==> config.mk <==
export PLATFORM = sky130hd
export DESIGN_NAME = lifo_stack_allocator
export DESIGN_NICKNAME = d
export VERILOG_FILES = /design/src/hw/rtl/lsa_pkg.sv /design/src/hw/rtl/lifo_stack_allocator.sv /design/src/hw/rtl/lsa_cell.sv
export SDC_FILE = /design/constraint.sdc
export NUM_CORES = 2
export LEC_CHECK = 0
export ABC_AREA = 1
export BUFFER_PORTS_ARGS = -buffer_cell sky130_fd_sc_hd__clkbuf_2
export CAP_MARGIN = 20
export CORE_UTILIZATION = 40
export CTS_CLUSTER_DIAMETER = 80
export DETAILED_ROUTE_END_ITERATION = 16
export GPL_ROUTABILITY_DRIVEN = 0
export PLACE_DENSITY = 0.64
export SLEW_MARGIN = 20
export SYNTH_ARGS = -nofsm -noshare
export SYNTH_HDL_FRONTEND = slang
export SYNTH_SLANG_ARGS = --single-unit
==> constraint.sdc <==
create_clock -name i_clk -period 37.7 [get_ports i_clk]
set_clock_uncertainty 0.05 [all_clocks]
set_input_delay 11.31 -clock i_clk [delete_from_list [all_inputs] [get_ports i_clk]]
set_output_delay 11.31 -clock i_clk [all_outputs]
set_load 0.02 [all_outputs]
==> src/hw/rtl/lsa_pkg.sv <==
// Shared types, status codes and defaults for the LIFO stack allocator.
`timescale 1ns / 1ps

package lsa_pkg;

    // Default pool size in bytes and record stack depth
    localparam int unsigned POOL_BYTES_DEF  = 1024;
    localparam int unsigned STACK_DEPTH_DEF = 128;

    // Request codes
    localparam logic CMD_ALLOC = 1'b0;
    localparam logic CMD_FREE  = 1'b1;

    // Result status codes
    localparam logic [1:0] ST_OK         = 2'd0;
    localparam logic [1:0] ST_POOL_FULL  = 2'd1;
    localparam logic [1:0] ST_STACK_FULL = 2'd2;
    localparam logic [1:0] ST_UNDERFLOW  = 2'd3;

    // Shift control broadcast to every record cell
    typedef struct packed {
        logic push;   // shift toward the tail, head takes the new size
        logic pop;    // shift toward the head
    } t_shift_ctl;

endpackage

==> src/hw/rtl/lifo_stack_allocator.sv <==
// Top level of the LIFO stack allocator: bump pointer, counters and record cell chain.
//
//  Channel   | Direction | Handshake                 | Payload
//  ----------+-----------+---------------------------+--------------------------------------
//  request   | in        | start high, busy low      | i_cmd, i_size
//  result    | out       | o_valid for one cycle     | o_status, o_block_offset,
//            |           |                           | o_block_size, o_used_bytes,
//            |           |                           | o_live_count
//
//  One request per cycle; its result is registered and appears in the next cycle.
//  The newest record sits in the head cell of the chain, so push and pop both
//  finish in the cycle of the transfer and busy stays low.
//  Reset (synchronous, active low) clears the fill level, the count and o_valid;
//  the record cells need no clearing.
//  The receiver cannot stall: each result is shown for exactly one cycle.
`timescale 1ns / 1ps

module lifo_stack_allocator
    import lsa_pkg::*;
#(
    parameter int unsigned POOL_BYTES  = POOL_BYTES_DEF,
    parameter int unsigned STACK_DEPTH = STACK_DEPTH_DEF,
    localparam int unsigned SIZE_W     = $clog2(POOL_BYTES + 1),
    localparam int unsigned CNT_W      = $clog2(STACK_DEPTH + 1)
) (
    input  logic              i_clk,
    input  logic              i_rst_n,
    input  logic              start,
    output logic              busy,
    input  logic              i_cmd,
    input  logic [SIZE_W-1:0] i_size,
    output logic              o_valid,
    output logic [1:0]        o_status,
    output logic [SIZE_W-1:0] o_block_offset,
    output logic [SIZE_W-1:0] o_block_size,
    output logic [SIZE_W-1:0] o_used_bytes,
    output logic [CNT_W-1:0]  o_live_count
);

    localparam logic [SIZE_W:0]  POOL_LIM  = (SIZE_W + 1)'(POOL_BYTES);
    localparam logic [CNT_W-1:0] DEPTH_LIM = CNT_W'(STACK_DEPTH);

    logic              r_valid, n_valid;
    logic [SIZE_W-1:0] r_fill, n_fill;
    logic [CNT_W-1:0]  r_count, n_count;
    logic [1:0]        r_status, n_status;
    logic [SIZE_W-1:0] r_offset, n_offset;
    logic [SIZE_W-1:0] r_bsize, n_bsize;

    logic              accept;
    logic [SIZE_W:0]   alloc_sum;
    logic [SIZE_W-1:0] head_size;
    t_shift_ctl        shift_ctl;

    logic [SIZE_W-1:0] cell_val [STACK_DEPTH];

    assign busy   = 1'b0;
    assign accept = start && !busy;

    assign alloc_sum = {1'b0, r_fill} + {1'b0, i_size};
    assign head_size = cell_val[0];

    // Request decode: an allocation checks pool, then stack, then updates; a free checks for underflow
    always_comb begin
        n_valid   = accept;
        n_fill    = r_fill;
        n_count   = r_count;
        n_status  = r_status;
        n_offset  = r_offset;
        n_bsize   = r_bsize;
        shift_ctl = '0;
        if (accept) begin
            n_status = ST_OK;
            n_offset = '0;
            n_bsize  = '0;
            if (i_cmd == CMD_ALLOC) begin
                priority if (alloc_sum > POOL_LIM) begin
                    n_status = ST_POOL_FULL;
                end else if (r_count >= DEPTH_LIM) begin
                    n_status = ST_STACK_FULL;
                end else begin
                    n_fill         = alloc_sum[SIZE_W-1:0];
                    n_count        = r_count + 1'b1;
                    n_offset       = r_fill;
                    n_bsize        = i_size;
                    shift_ctl.push = 1'b1;
                end
            end else begin
                if (r_count == '0 || r_count > DEPTH_LIM) begin
                    n_status = ST_UNDERFLOW;
                end else begin
                    n_count       = r_count - 1'b1;
                    n_fill        = (head_size <= r_fill) ? (r_fill - head_size) : '0;
                    n_offset      = n_fill;
                    n_bsize       = head_size;
                    shift_ctl.pop = 1'b1;
                end
            end
        end
    end

    // Control state
    always_ff @(posedge i_clk) begin
        if (!i_rst_n) begin
            r_valid <= 1'b0;
            r_fill  <= '0;
            r_count <= '0;
        end else begin
            r_valid <= n_valid;
            r_fill  <= n_fill;
            r_count <= n_count;
        end
    end

    // Result payload
    always_ff @(posedge i_clk) begin
        r_status <= n_status;
        r_offset <= n_offset;
        r_bsize  <= n_bsize;
    end

    // Record chain: cell 0 is the newest record
    for (genvar g = 0; g < STACK_DEPTH; g++) begin : g_cell
        logic [SIZE_W-1:0] from_head;
        logic [SIZE_W-1:0] from_tail;
        if (g == 0) begin : g_head
            assign from_head = i_size;
        end else begin : g_mid
            assign from_head = cell_val[g-1];
        end
        if (g == STACK_DEPTH - 1) begin : g_tail
            assign from_tail = '0;
        end else begin : g_body
            assign from_tail = cell_val[g+1];
        end
        lsa_cell #(
            .W (SIZE_W)
        ) u_cell (
            .i_clk       (i_clk),
            .i_ctl       (shift_ctl),
            .i_from_head (from_head),
            .i_from_tail (from_tail),
            .o_value     (cell_val[g])
        );
    end

    assign o_valid        = r_valid;
    assign o_status       = r_status;
    assign o_block_offset = r_offset;
    assign o_block_size   = r_bsize;
    assign o_used_bytes   = r_fill;
    assign o_live_count   = r_count;

    // Every transfer yields exactly one result in the next cycle
    a_one_result: assert property (@(posedge i_clk) disable iff (!i_rst_n)
        accept |=> o_valid)
        else $error("missing result after request transfer");

    // Fill level and count never leave their ranges
    a_ranges: assert property (@(posedge i_clk) disable iff (!i_rst_n)
        (r_fill <= POOL_LIM[SIZE_W-1:0] || POOL_LIM[SIZE_W]) && r_count <= DEPTH_LIM)
        else $error("fill level or record count out of range");

    // A good allocation bumps the fill level by its size at the old offset
    a_alloc_bump: assert property (@(posedge i_clk) disable iff (!i_rst_n)
        (o_valid && o_status == ST_OK && $past(i_cmd) == CMD_ALLOC)
            |-> (o_used_bytes == o_block_offset + o_block_size
                 && o_live_count == $past(r_count) + 1'b1))
        else $error("allocation did not bump fill level");

    // A good free returns the fill level to the freed block's offset
    a_free_drop: assert property (@(posedge i_clk) disable iff (!i_rst_n)
        (o_valid && o_status == ST_OK && $past(i_cmd) == CMD_FREE)
            |-> (o_used_bytes == o_block_offset
                 && o_live_count == $past(r_count) - 1'b1))
        else $error("free did not restore fill level");

    // Failures leave the state as it was
    a_fail_hold: assert property (@(posedge i_clk) disable iff (!i_rst_n)
        (o_valid && o_status != ST_OK)
            |-> (o_block_size == '0 && $stable(r_fill) && $stable(r_count)))
        else $error("failed request changed state");

endmodule

==> src/hw/rtl/lsa_cell.sv <==
// One record cell of the size stack; shifts with its neighbors on push and pop.
`timescale 1ns / 1ps

module lsa_cell
    import lsa_pkg::*;
#(
    parameter int unsigned W = 11
) (
    input  logic         i_clk,
    input  t_shift_ctl   i_ctl,
    input  logic [W-1:0] i_from_head,   // neighbor nearer the head (or new size)
    input  logic [W-1:0] i_from_tail,   // neighbor nearer the tail
    output logic [W-1:0] o_value
);

    logic [W-1:0] r_value;
    logic [W-1:0] n_value;

    // Pick the neighbor value to take this cycle
    always_comb begin
        n_value = r_value;
        if (i_ctl.push) begin
            n_value = i_from_head;
        end else if (i_ctl.pop) begin
            n_value = i_from_tail;
        end
    end

    // Payload only: entries past the fill count are never read
    always_ff @(posedge i_clk) begin
        r_value <= n_value;
    end

    assign o_value = r_value;

endmodule
==> results.py <==
metrics = {
    "timing": {
        "rsz0062_at_grt": "false",
        "fmax_ghz": 0.0563,
        "holdWs_ps": 482,
        "setup_viol": 0,
        "min_period_over_period_pct": 47.1,
        "tightestPinTransition_ps": 1110,
        "setup_tns_ps": 0,
        "drv_slew": 0,
        "period_needed_ps": 17750,
        "hold_violations": 0,
        "relSlewSlack_pct": 26.0,
    },
    "logic_synthesis": {
        "synth-xor-area-share_pct": 0.200,
        "synth_area_leaders": "edfxtp_1 (61%), o21ai_2 (15%), nand2_1 (8.2%), inv_1 (7.8%), buf_6 (2.3%)",
        "synthFlopType": "edfxtp_1",
        "syn_avg_cell_area_um2": 10.9,
        "ys_ff_latch": 1452,
        "synthArstFlopShare_pct": 0,
        "synth_compound_area_share_pct": 16.8,
        "synth_edf_count": 1432,
        "synth.top_cell.area_share_pct": 61.3,
        "netlist_area_um2": 70100,
        "synth_cell_types": 35,
        "netlist.top_cell.by_area": "edfxtp_1",
        "syn_inst": 6414,
        "ys_warn_count": 0,
        "synth_top_family_by_area": "compound AO/OA/AOI/OAI gates",
        "yosys.area_share.adder_pct": 0.585,
        "ys_seq_area_share_pct": 61.9,
        "synth_mux_area_share_pct": 0,
        "yosys.area_share.simple_pct": 9.08,
        "synth.net_count": 6460,
    },
    "clock_network": {
        "clk_pin_slew_ps": 60,
        "clockRootBuffer": "clkbuf_16",
        "htreeDepth": 4,
        "cts_buffers": 160,
        "cts_sinks": 1452,
        "cts_resized": 0,
        "clk_latency_ps": 780,
        "cts_tree": "yes",
        "post_cts_buffers": 0,
        "hold_buffers": 0,
        "cts_buffer_depth": 3,
    },
    "grt": {
        "gr-total-overflow": 0,
        "grt_usage_pct": 11.9,
        "grt_max_degree": 246,
        "grt_pass1_wl_um": 182000,
        "antenna_found_initial": 0,
        "grt_pass1_vias": 39297,
    },
    "setup_path": {
        "crit_required_ps": 38030,
        "crit_type": "input port to flip-flop",
        "path_max_fanout": 183,
        "cp_data_arrival_time_ps": 18080,
        "start_kind": "input port",
        "cp-end-kind": "flip-flop",
    },
    "drt": {
        "viasPerCell": 4.56,
        "wl_per_cell_um": 11.8,
        "firstDrtPassIters": 5,
        "drcViolationCount": 0,
        "postRouteWirelength_um": 104000,
        "drt-initial-drc-count": 3086,
        "ant_nets": 0,
        "vias": 40212,
    },
    "cells_and_area": {
        "drive_gt1_share_pct": 23.4,
        "fin_cells": 8810,
        "fillCellCount": 16220,
        "mostFrequentLayoutCells": "nand2_1 (1527), inv_1 (1464), edfxtp_1 (1432), o21ai_2 (1191), clkbuf_16 (163)",
        "areaGrowthSynthToFinish_pct": 8.84,
        "nNetsFinal": 6400,
        "fin_util_pct": 43.9,
        "mostFrequentLayoutCell": "nand2_1",
    },
    "floorplan": {
        "ios": 60,
        "core_um2": 174000,
        "dieArea_um2": 177000,
        "die_w_um": 421,
        "floorplan.initialDensity_pct": 40.3,
        "die_y_um": 421,
        "rows": 153,
    },
    "hold_path": {
        "hp-class": "flip-flop to flip-flop",
    },
    "pwr": {
        "ir_worst_vdd_v": 0.0000477,
        "powerDensity_nw_per_um2": 77.0,
        "leakage_uw": 0.0338,
        "power_uw": 5880,
    },
    "status": {
        "outcome": "finished clean",
    },
    "placement": {
        "place_inst": 8517,
        "dp_hpwl_um": 59300,
        "io_buffers": 58,
    },
    "flow_run": {
        "cap_violations": 0,
    },
}
-- layer usage --
layer	vias to the layer above	track usage (%)	part of all wire [%]
met3	198	2.52	4.2
met4	0	4.12	2.6
met2	523	18.3	44
met1	18884	16.5	49
met5	-	0	0
li1	20607	-	-
-- cell usage after synthesis (2+ instances only) --
cell      instances
a21boi_0          3
a21o_1            2
a21oi_1          22
a31oi_1           5
buf_1             2
buf_2           141
buf_4             5
buf_6           143
clkbuf_1         33
dfxtp_1          20
edfxtp_1       1432
fa_1              3
ha_1             28
inv_1          1465
inv_2             2
nand2_1        1527
nand3_1          49
nand3b_1          4
nand4_1           7
nor2_1           70
o21ai_0          72
o21ai_1         149
o21ai_2        1191
o22ai_1          13
or2_2             2
xnor2_1           4
xor2_1           12
-- critical path, stage by stage --
cell,delay (ps)
clkbuf_2,100
ha_1,170
inv_1,60
fa_1,400
inv_1,120
nand3_1,100
nand2_1,110
nand2_1,80
nand2_1,60
nand2_1,50
nand2_1,90
nand3_1,100
nor2_1,100
nand2_1,80
nand3_1,470
nand2_1,540
inv_8,690
buf_12,750
buf_12,670
buf_4,910
buf_4,940
-- through the flow --
step	worst slack, ps	instance area, um2
2_1_floorplan	7410	70100
3_3_place_gp	19080	71300
3_5_place_dp	18980	71300
4_1_cts	19840	76300
5_1_grt	19220	76300
6_report	19950	76300
-- registers in the layout, summed over array words and instances, names as in the netlist --
| signal | cells |
|---|---|
| o_block_offset | 11 |
| g_cell.u_cell.o_value | 1408 |
| o_valid | 1 |
| o_block_size | 11 |
| o_live_count | 8 |
| o_status | 2 |
| o_used_bytes | 11 |
-- power breakdown --
group | internal [uW] | total, uW | switching [uW]
Clock | 877 | 1510 | 636
Combinational | 501 | 1540 | 1030
Sequential | 2580 | 2830 | 250
-- cell families (layout without fill, tap and decap cells) --
logic type / Yosys count / count (layout)
other: 1 / 2
AOI/OAI and AO/OA: 1459 / 1459
DFF: 1452 / 1452
xor gates and xnor gates: 16 / 16
adders and majority gates: 31 / 31
and+or+nand+nor: 1664 / 1664
buffers and inverters: 1791 / 1861
-- area by class of cell --
class | instances | area [um2] | area share [%]
Sequential cell | 1452 | 43400 | 56.9
Multi-Input combinational cell | 3171 | 18700 | 24.5
Inverter | 1467 | 5510 | 7.22
Clock buffer | 201 | 4260 | 5.58
Tap cell | 2325 | 2910 | 3.81
Clock inverter | 91 | 787 | 1.03
Timing Repair Buffer | 102 | 719 | 0.942
Antenna cell | 1 | 2.50 | 0.00328
-- path summary, 6_finish.rpt --
kind	from	slack, ps	end	cells after the start
min	o_live_count[3]	480	o_live_count[3]	2
max reg2reg	o_used_bytes[1]	30110	g_cell[112].u_cell.o_value[4]	19
min reg2reg	o_live_count[3]	480	o_live_count[3]	2
max	i_size[0]	19950	g_cell[112].u_cell.o_value[4]	21
Power figures use the tool's default switching activity.
